### src/hw/rtl/tape_stop_resampler_assert.svh
// ----------------------------------------------------------------------------
// Tape stop resampler assertion macros
// Concurrent assertion shorthands shared by the RTL of the block.
// ----------------------------------------------------------------------------
`ifndef TAPE_STOP_RESAMPLER_ASSERT_SVH
`define TAPE_STOP_RESAMPLER_ASSERT_SVH

`ifndef ASSERT_OFF

// Same-cycle implication, disabled during reset.
`define TSR_ASSERT_IMP(lbl, ck, rs, ante, cons) \
  lbl: assert property (@(posedge ck) disable iff (rs) (ante) |-> (cons)) \
    else $error("tape stop resampler: implication check failed");

// Next-cycle implication, disabled during reset.
`define TSR_ASSERT_NEXT(lbl, ck, rs, ante, cons) \
  lbl: assert property (@(posedge ck) disable iff (rs) (ante) |=> (cons)) \
    else $error("tape stop resampler: next-cycle check failed");

`else

`define TSR_ASSERT_IMP(lbl, ck, rs, ante, cons)
`define TSR_ASSERT_NEXT(lbl, ck, rs, ante, cons)

`endif

`endif

### src/hw/rtl/tsr_pkg.sv
// ----------------------------------------------------------------------------
// Tape stop resampler package
// Shared widths, defaults, register indexes and control types.
// ----------------------------------------------------------------------------
`timescale 1ns / 1ps

package tsr_pkg;

  // Default structural parameters.
  localparam int RING_DEPTH_DEF = 16384;
  localparam int FRAC_BITS_DEF  = 16;

  // Fixed field widths.
  localparam int SAMPLE_W = 24;
  localparam int START_W  = 18;
  localparam int LEN_W    = 23;
  localparam int CFG_W    = 23;
  localparam int REG_IDX_W = 1;

  // Smoothing coefficient, 0.02 in Q0.16.
  localparam int SMOOTH_COEF = 1311;

  // Register reset values.
  localparam logic [START_W-1:0] START_SPEED_RST = START_W'(65536);
  localparam logic [LEN_W-1:0]   STOP_LENGTH_RST = LEN_W'(96000);
  localparam logic [START_W-1:0] SMOOTH_RST      = START_W'(65536);

  // Configuration register indexes.
  typedef enum logic [REG_IDX_W-1:0] {
    REG_START_SPEED = 1'b0,
    REG_STOP_LENGTH = 1'b1
  } reg_idx_t;

  // Ring memory access strobes from the sequencer.
  typedef struct packed {
    logic rd_en;
    logic wr_en;
  } ring_ctl_t;

endpackage

### src/hw/rtl/tsr_div.sv
// ----------------------------------------------------------------------------
// Tape stop deceleration divider
// Restoring divider, one quotient bit per cycle.
// ----------------------------------------------------------------------------
`timescale 1ns / 1ps

module tsr_div #(
  parameter int DIVIDEND_W = tsr_pkg::START_W + tsr_pkg::FRAC_BITS_DEF
) (
  input  logic                       clk,
  input  logic                       rst,
  input  logic                       start,
  input  logic [DIVIDEND_W-1:0]      dividend,
  input  logic [tsr_pkg::LEN_W-1:0]  divisor,
  output logic                       done,
  output logic [DIVIDEND_W-1:0]      quotient
);
  import tsr_pkg::*;

  localparam int CNT_W = $clog2(DIVIDEND_W);
  localparam logic [CNT_W-1:0] LAST_CNT = CNT_W'(DIVIDEND_W - 1);

  logic                 busy;
  logic [CNT_W-1:0]     count;
  logic [LEN_W-1:0]     rem;
  logic [LEN_W-1:0]     dsr;
  logic [LEN_W:0]       trial;
  logic                 fits;

  // Shift the next dividend bit into the partial remainder and try it.
  assign trial = {rem, quotient[DIVIDEND_W-1]};
  assign fits  = trial >= {1'b0, dsr};

  // The quotient register starts as the dividend and fills from the right.
  always_ff @(posedge clk) begin
    if (rst) begin
      busy  <= 1'b0;
      done  <= 1'b0;
      count <= '0;
    end else begin
      done <= 1'b0;
      if (start) begin
        busy     <= 1'b1;
        count    <= '0;
        rem      <= '0;
        dsr      <= divisor;
        quotient <= dividend;
      end else if (busy) begin
        rem      <= fits ? LEN_W'(trial - {1'b0, dsr}) : trial[LEN_W-1:0];
        quotient <= {quotient[DIVIDEND_W-2:0], fits};
        count    <= count + CNT_W'(1);
        if (count == LAST_CNT) begin
          busy <= 1'b0;
          done <= 1'b1;
        end
      end
    end
  end

endmodule

### config.mk
export PLATFORM = sky130hd
export DESIGN_NAME = tsr_div
export DESIGN_NICKNAME = d
export VERILOG_FILES = /design/src/hw/rtl/tape_stop_resampler_assert.svh /design/src/hw/rtl/tsr_pkg.sv /design/src/hw/rtl/tsr_div.sv
export SDC_FILE = /design/constraint.sdc
export NUM_CORES = 1
export LEC_CHECK = 0
export BUFFER_PORTS_ARGS = -buffer_cell sky130_fd_sc_hd__buf_4
export CAP_MARGIN = 40
export CORE_MARGIN = 1.5
export CORE_UTILIZATION = 55
export DETAILED_ROUTE_END_ITERATION = 12
export GPL_ROUTABILITY_DRIVEN = 0
export PLACE_DENSITY = 0.77
export SETUP_SLACK_MARGIN = 0.15
export SYNTH_ARGS = -nofsm -noshare
export SYNTH_HDL_FRONTEND = slang
export SYNTH_SLANG_ARGS = --single-unit
### constraint.sdc
create_clock -name clk -period 7.3 [get_ports clk]
set_input_delay 1.095 -clock clk [delete_from_list [all_inputs] [get_ports clk]]
set_output_delay 1.095 -clock clk [all_outputs]
set_load 0.05 [all_outputs]
==> results.yml, run 1 <==
floorplan:
  pin_count: 95
  die_w_um: 97.06
  die_area_mm2: 0.009421
  design.core.area_mm2: 0.008636
  rows: 34
  start_util_pct: 56.35
  die_h_um: 97.06
grt:
  antenna_found_initial: 0
  grt_max_degree: 61
  grt_overflow: 0
  grt_pass1_vias: 3698
  grtUsageTotal_pct: 23.17
  grt_pass1_wl_um: 17450
clock_tree:
  numCtsBuffers: 9
  cts_tree: "built"
  clkSinkCount: 88
  cts_max_level: 3
  clkTransAtPathRegs_ns: 0.10
  cts_resized: 0
  clock_path_buffers: 2
  cts-hold-fix-buffers: 0
  post-cts-setup-buffers: 0
  root_buffer: "clkbuf_8"
  clk_latency_ns: 0.37
routing:
  wl_met2_um: 4938
  routed_wl_um: 10590
  route.detailed.drc: 0
  dr.pass1.iters: 4
  drtIter0Drc: 221
  routedWlPerCell_um: 16.55
  highest_layer: "met4"
  via_per_inst: 5.784
  drt-met1-wl_um: 4607
  vias: 3702
  final_antenna_net_count: 0
  route.met3.wl_um: 769
pwr:
  p_int_mw: 0.9119
  p_per_area_mw_per_mm2: 226.6
  power_switching_share_pct: 31.13
  combPwrFrac_pct: 27.0
  p_leak_nw: 2.394
  ir_drop_uv: 119.3
  p_switching_mw: 0.4123
  pwr-share-clk_pct: 26.3
  power_frac_seq_pct: 46.7
timing:
  fin_setup_tns_ns: 0
  fin_crit_sh_pct: 45.31
  hold_viol: 0
  layout_min_cycle_time_ns: 3.308
  fin_worst_skew_ns: 0.01676
  rsz0062_at_grt: "false"
  slew_headroom_pct: 41.96
  whs_ns: 0.5156
  slew_violations: 0
  fmax_ghz: 0.3023
  worst_slack_ns: 3.992
  finalSetupViolCount: 0
  worst_pin_slew_ns: 0.8685
critical_path:
  max_stage_delay_ns: 0.65
  cp-start-kind: "flip-flop"
  end_kind: "flip-flop"
  arrival_ns: 3.39
  crit_chain: "inv_1 > ha_1 > fa_1 > nand2b_1 > a21o_1 > a22o_1 > a221o_1 > nand2_1 > o2111a_1 > a211oi_1"
  endpoint: "rem[21]"
  regToRegSetupSlack_ns: 3.99
  crit_slowest_cell: "nand2_1"
  rr_endpoint: "rem[21]"
  critical_path_class: "reg2reg"
  reg2reg_depth: 10
  cp_max_fo: 25
  reg2reg_from: "quotient[33]"
  cp_data_required_time_ns: 7.39
  crit_start: "quotient[33]"
logic_synthesis:
  synth_nets: 524
  postSynthCellCount: 438
  yosys_warnings: 0
  ys_top_cells_by_count: "edfxtp_1 (80), nand2_1 (51), a21oi_1 (41)"
  synth_cell_types: 56
  yosysMostFrequentCell: "edfxtp_1"
  synth_edf_count: 80
  synthTopCellsByArea: "edfxtp_1 (49%), mux2_2 (7.9%), ha_1 (6.4%), a21oi_1 (4.2%), nand2_1 (3.9%)"
  ys_seq_area_share_pct: 52.66
  syn_area_mm2: 0.004866
  synth.avg_cell_area_um2: 11.11
  synth_ff_type: "edfxtp_1"
  synth_seq_cells: 88
  synth_top_area_share_pct: 49.37
  yosysTopAreaCell: "edfxtp_1"
  postSynth.asyncResetShare_pct: 0
place:
  hpwl_um: 7512
  port_buffers: 94
  dpl_cell_area_mm2: 0.005644
  pre_cts_ws_ns: 3.859
final_layout:
  insertedDiodeCount: 0
  seq_area_mm2: 0.002562
  fillCellCount: 699
  multiInputGateArea_mm2: 0.002106
  nets: 613
  area_growth_pct: 20.08
  fin_area_mm2: 0.005843
  drive_gt1_share_pct: 28.95
min_path:
  hp-class: "reg2reg"
status:
  status: "finished clean"
job:
  max_cap_viol_count: 0
[per-layer routing]
layer	track usage, %	vias to the layer above
li1	-	1794
met1	29.78	1738
met2	36.20	143
met3	6.978	27
met4	10.59	0
met5	0	-
[state kept, by name, summed over array words and instances (netlist names)]
name      flops
dsr          23
count         6
done          1
busy          1
rem          23
quotient     34
[area by class of cell]
type                            instances  share of cell area (%)
Timing Repair Buffer                   96                   12.33
Clock buffer                           12                   2.484
Clock inverter                          4                  0.9208
Multi-Input combinational cell        300                   36.04
Sequential cell                        88                   43.85
Tap cell                              108                   2.313
Inverter                               32                   2.056
[worst min-delay path by stage]
stage          startpoint       end  slack (ns)  depth (start not counted)
5_1_grt          count[5]  count[5]        0.56                          2
4_1_cts          count[5]  count[5]        0.51                          2
3_5_place_dp     count[5]  count[5]        0.50                          2
6_report         count[5]  count[5]        0.52                          2
2_1_floorplan    count[5]  count[5]        0.45                          2
3_3_place_gp     count[5]  count[5]        0.47                          2
[metrics by stage]
stage                     total power, mW  utilization, %  cells
final                               1.324           67.66    640
after global routing                1.391           67.66    640
after CTS                           1.331           67.66    640
after detailed placement           0.9837           65.36    624
after global placement             0.9734           65.36    624
after floorplan                    0.8892               -    438
[power groups by stage]
stage	sequential, mW	combinational [mW]	clock, mW
after CTS	0.618	0.356	0.356
final	0.618	0.358	0.348
after floorplan	0.667	0.223	0
after global placement	0.628	0.345	0
after global routing	0.623	0.390	0.378
after detailed placement	0.629	0.355	0
[layout by cell type, fill, tap and decap left out, drive strengths merged, types with 9 or more instances in the layout]
cell type,count
o21ai,18
buf,96
nand2,51
a211oi,12
nand4,12
mux2,34
edfxtp,80
nor2,22
a21oi,42
ha,25
inv,32
xor2,9
clkbuf,12
[worst max-delay path: cells and delay by family (launching register included)]
| family | cells | cell delay, ns |
|---|---|---|
| and+or+nand+nor | 2 | 0.84 |
| AOI/OAI and AO/OA | 5 | 1.14 |
| adders and majority gates | 2 | 0.61 |
| buffers and inverters | 1 | 0.06 |
| DFF | 1 | 0.38 |
[cell families after synthesis]
group           synth area share (%)
xor+xnor                       2.340
flops                          52.66
simple gates                   12.39
buf+inv                        4.268
mux                            8.074
compound gates                 13.42
fa+ha+maj                      6.840
Power figures use the tool's default switching activity.
==> run 2, diff against run 1 <==
CORE_UTILIZATION = 50   (was 55)
PLACE_DENSITY = 0.73   (was 0.77)
clock period = 2.95 ns   (was 7.3 ns; I/O delays follow)
==> run 2 against run 1 <==
  * Routed wire length is 3.9% higher
  * Cell count is 6.3% higher
  * Clock power grew to 2.7 times the previous value
  * Via count is 1.6% higher
  * Combinational power grew to 2.7 times the previous value
  * Global-route usage down 0.78 points
  * Clock-buffer cell count decreased by 1
  * Utilization is 2.2 points lower
  * Sequential power is 150% higher
  * Non-clock buffer count up 18
  * Largest cell class unchanged
==> results.yml, run 2 (synthesized netlist as in run 1, its figures left out) <==
clock_tree:
  clkTransAtPathRegs_ns: 0.09
  clkSinkCount: 88
  root_buffer: "clkbuf_8"
  clk_latency_ns: 0.38
  cts_tree: "built"
  clock_path_buffers: 2
  cts_max_level: 3
  cts-hold-fix-buffers: 0
  numCtsBuffers: 9
critical_path:
  max_stage_delay_ns: 0.54
  crit_slowest_cell: "or4_4"
  rr_endpoint: "rem[22]"
  cp_max_fo: 8
  crit_chain: "ha_2 > fa_2 > nand2b_4 > a21o_1 > a22o_1 > a221o_1 > and2_4 > or4_4 > o311ai_1"
  cp-start-kind: "flip-flop"
  reg2reg_from: "dsr[0]"
  cp_data_required_time_ns: 3.15
  regToRegSetupSlack_ns: 0.15
  critical_path_class: "reg2reg"
  arrival_ns: 3.00
  end_kind: "flip-flop"
  reg2reg_depth: 9
  crit_start: "dsr[0]"
final_layout:
  largest_reg_flops: 34
  seq_area_mm2: 0.002562
  layout_commonest_cell: "buf_4"
  fin_area_mm2: 0.006103
  fin_util_pct: 65.43
  top_register: "quotient"
  drive_gt1_share_pct: 33.94
  insertedDiodeCount: 0
  area_growth_pct: 25.43
  nets: 632
  fillCellCount: 745
  largestRegisters: "quotient (34), dsr (23), rem (23)"
  most-common-layout-cells: "buf_4 (113), edfxtp_1 (80), nand2_1 (51)"
  multiInputGateArea_mm2: 0.002161
grt:
  grt_max_degree: 35
  grt_overflow: 0
  grt_pass1_vias: 3856
  antenna_found_initial: 0
  grt_pass1_wl_um: 17770
  grtUsageTotal_pct: 22.39
timing:
  fmax_ghz: 0.3568
  fin_worst_skew_ns: 0.01601
  slew_violations: 0
  hold_viol: 0
  worst_pin_slew_ns: 0.5252
  rsz0062_at_grt: "true"
  layout_min_cycle_time_ns: 2.803
  fin_crit_sh_pct: 95.02
  finalSetupViolCount: 0
  slew_headroom_pct: 64.90
  worst_slack_ns: 0.1469
routing:
  via_per_inst: 5.532
  routed_wl_um: 11000
  final_antenna_net_count: 0
  routedWlPerCell_um: 16.18
  vias: 3762
  drtIter0Drc: 153
  dr.pass1.iters: 5
  route.detailed.drc: 0
place:
  hpwl_um: 7959
  port_buffers: 94
  dpl_cell_area_mm2: 0.005791
  pre_cts_ws_ns: 0.05603
pwr:
  p_leak_nw: 2.518
  p_per_area_mw_per_mm2: 565.0
  power_mw: 3.448
  ir_drop_uv: 351.5
min_path:
  hold_end: "dsr[2]"
  hold_depth: 1
  hold_start: "divisor[2]"
  hp-class: "in2reg"
floorplan:
  design.core.area_mm2: 0.009328
  die_w_um: 101.7
  pin_count: 95
  rows: 35
  die_h_um: 101.7
  die_area_mm2: 0.01033
  start_util_pct: 52.17
status:
  status: "finished clean"
job:
  max_cap_viol_count: 0
run 2: worst max path at each step:
stage / slack, ns / to / cells after the start
4_1_cts: 0.15 / rem[22] / 9
3_5_place_dp: 0.06 / rem[22] / 10
6_report: 0.15 / rem[22] / 9
2_1_floorplan: -0.09 / rem[14] / 11
5_1_grt: 0.02 / rem[22] / 10
3_3_place_gp: 0.13 / rem[22] / 10
run 2: metrics by stage:
| stage | hold WS (ns) | std cells | TNS [ns] |
|---|---|---|---|
| after floorplan | 0.4542 | 438 | -0.2695 |
| after global placement | 0.4672 | 657 | 0 |
| after detailed placement | 0.4947 | 657 | 0 |
| after CTS | 0.2185 | 679 | 0 |
| after global routing | 0.2108 | 680 | 0 |
| final | 0.2350 | 680 | 0 |
run 2: layer usage:
layer	wire length (µm)	part of all wire (%)	global-route usage, %	vias up
met4	189	1.7	8.654	0
met2	5256	48	37.18	128
met3	783	7.1	8.213	17
li1	-	-	-	1834
met5	0	0	0	-
met1	4769	43	26.52	1783
run 2: layout make-up:
cell class,count,area share (%)
multi-input combinational,301,35.40
clock inverter,5,1.107
timing repair buffer,114,14.23
tap,129,2.645
inverter,32,1.968
clock buffer,11,2.665
sequential,88,41.98
run 2: where the power goes:
part / switching [mW] / internal [mW]
logic: 0.556 / 0.411
registers: 0.0486 / 1.48
clock network: 0.473 / 0.480
total: 1.08 / 2.37
run 2: critical path, delay by kind of cell, from the launching register on:
kind	cells	cell delay [ns]
compound gates	4	0.83
simple gates	3	0.88
flops	1	0.38
fa+ha+maj	2	0.55
run 2: what timing repair did:
action                     CTS  global route
setup endpoints to repair    4            23
pin swaps                    1             0
cloned                       1             0
setup buffers                5             1
gates resized for setup      0            10
==> run 3, diff against run 2 <==
ABC_CLOCK_PERIOD_IN_PS = 2950   (was not set)
CORE_ASPECT_RATIO = 1.5   (was not set)
==> run 3 against run 2 <==
  * Register-to-register slack lost 0.03 ns
  * Critical path depth is the same
  * Clock-buffer cell count grew 1
  * Via count grew 0.58%
  * First-iteration DRC count grew 22%
  * Non-clock buffer count shrank 4
  * Cell count shrank 3.2%
  * Clock power grew 11%
  * Final area shrank 0.57%
  * Maximum frequency shrank 0.98%
  * Largest cell class unchanged
  * Power grew 2.9%
==> results.yml, run 3 (synthesized netlist as in run 1, its figures left out) <==
routing:
  drtIter0Drc: 186
  route.detailed.drc: 0
  via_per_inst: 5.751
  final_antenna_net_count: 0
  dr.pass1.iters: 4
  vias: 3784
  routedWlPerCell_um: 16.48
  routed_wl_um: 10840
grt:
  grt_pass1_vias: 3735
  antenna_found_initial: 0
  grt_pass1_wl_um: 17040
  grt_max_degree: 61
  grt_overflow: 0
  grtUsageTotal_pct: 20.88
clock_tree:
  clkSinkCount: 88
  clk_latency_ns: 0.34
  clock_path_buffers: 2
  root_buffer: "clkbuf_16"
  numCtsBuffers: 9
  cts_tree: "built"
  clkTransAtPathRegs_ns: 0.06
  cts-hold-fix-buffers: 0
  cts_max_level: 3
pwr:
  pwr-share-clk_pct: 30.0
  power_switching_share_pct: 30.09
  power_frac_seq_pct: 43.1
  ir_drop_uv: 387.4
  p_per_area_mw_per_mm2: 584.5
  power_mw: 3.547
  combPwrFrac_pct: 26.8
  p_leak_nw: 2.502
  p_int_mw: 2.480
  p_switching_mw: 1.067
floorplan:
  die_area_mm2: 0.01034
  rows: 43
  die_h_um: 123.8
  pin_count: 95
  die_w_um: 83.55
  start_util_pct: 51.98
  design.core.area_mm2: 0.009361
min_path:
  hold_end: "dsr[9]"
  hold_start: "divisor[9]"
  hp-class: "in2reg"
  hold_depth: 1
critical_path:
  crit_start: "dsr[0]"
  end_kind: "flip-flop"
  rr_endpoint: "rem[22]"
  cp-start-kind: "flip-flop"
  arrival_ns: 2.98
  regToRegSetupSlack_ns: 0.12
  critical_path_class: "reg2reg"
  reg2reg_from: "dsr[0]"
  cp_data_required_time_ns: 3.10
  cp_max_fo: 9
  reg2reg_depth: 9
timing:
  finalSetupViolCount: 0
  fin_crit_sh_pct: 95.96
  fmax_ghz: 0.3532
  rsz0062_at_grt: "true"
  fin_worst_skew_ns: 0.006374
  fin_setup_tns_ns: 0
  slew_violations: 0
  hold_viol: 0
  whs_ns: 0.2779
  layout_min_cycle_time_ns: 2.831
  worst_pin_slew_ns: 0.7283
  slew_headroom_pct: 51.45
final_layout:
  top_register: "quotient"
  nets: 627
  largest_reg_flops: 34
  drive_gt1_share_pct: 32.60
  area_growth_pct: 24.71
  most-common-layout-cells: "buf_4 (110), edfxtp_1 (80), nand2_1 (50)"
  largestRegisters: "quotient (34), dsr (23), rem (23)"
  layout_commonest_cell: "buf_4"
  insertedDiodeCount: 0
status:
  status: "finished clean"
job:
  max_cap_viol_count: 0
place:
  hpwl_um: 7869
  port_buffers: 94
-- run 3: per-layer routing --
layer / part of all wire [%] / wire [µm] / vias to the layer above / global-route usage (%)
li1: - / - / 1828 / -
met1: 40 / 4286 / 1797 / 22.68
met4: 2.3 / 247 / 0 / 9.631
met3: 6.9 / 753 / 20 / 6.030
met2: 51 / 5557 / 139 / 37.86
met5: 0 / 0 / - / 0
-- run 3: layout make-up --
type | instances | area, µm²
fill | 765 | 3293
sequential | 88 | 2562
multi-input combinational | 300 | 2145
timing repair buffer | 110 | 825.8
clock buffer | 12 | 246.5
tap | 112 | 140.1
inverter | 32 | 120.1
clock inverter | 4 | 28.78
-- run 3: how the worst max path moves through the flow --
stage              end
2_1_floorplan  rem[14]
3_3_place_gp   rem[15]
3_5_place_dp   rem[22]
4_1_cts         rem[1]
5_1_grt        rem[22]
6_report       rem[22]
-- run 3: worst max-delay path: stages (launching register included) --
cell,delay [ns]
edfxtp_1,0.37
ha_2,0.22
fa_2,0.34
nand2b_4,0.16
a21o_1,0.19
a22o_1,0.25
a221o_1,0.33
and2_4,0.19
or4_1,0.52
o311ai_1,0.09
-- run 3: what timing repair did --
action	in CTS	in global routing
setup endpoints to repair	19	20
resized for setup	0	7
setup buffers	3	1
gates cloned	0	0
pin swaps	0	2
-- run 3: power by group through the flow --
stage | clock [mW] | combinational [mW] | sequential, mW
2_1_floorplan | 0 | 0.561 | 1.65
3_3_place_gp | 0 | 0.900 | 1.55
3_5_place_dp | 0 | 0.916 | 1.56
4_1_cts | 1.08 | 0.931 | 1.53
5_1_grt | 1.13 | 1.03 | 1.54
6_report | 1.06 | 0.952 | 1.53
-- run 3: per-stage QoR --
stage | util, % | instance area (µm²) | worst slack, ns | std cells
CTS | 64.51 | 6040 | 0.1079 | 657
floorplan | - | 4896 | -0.09360 | 438
detailed placement | 61.33 | 5742 | 0.06554 | 638
global placement | 61.33 | 5742 | 0.1669 | 638
global route | 64.82 | 6068 | 0.04257 | 658
finish | 64.82 | 6068 | 0.1191 | 658
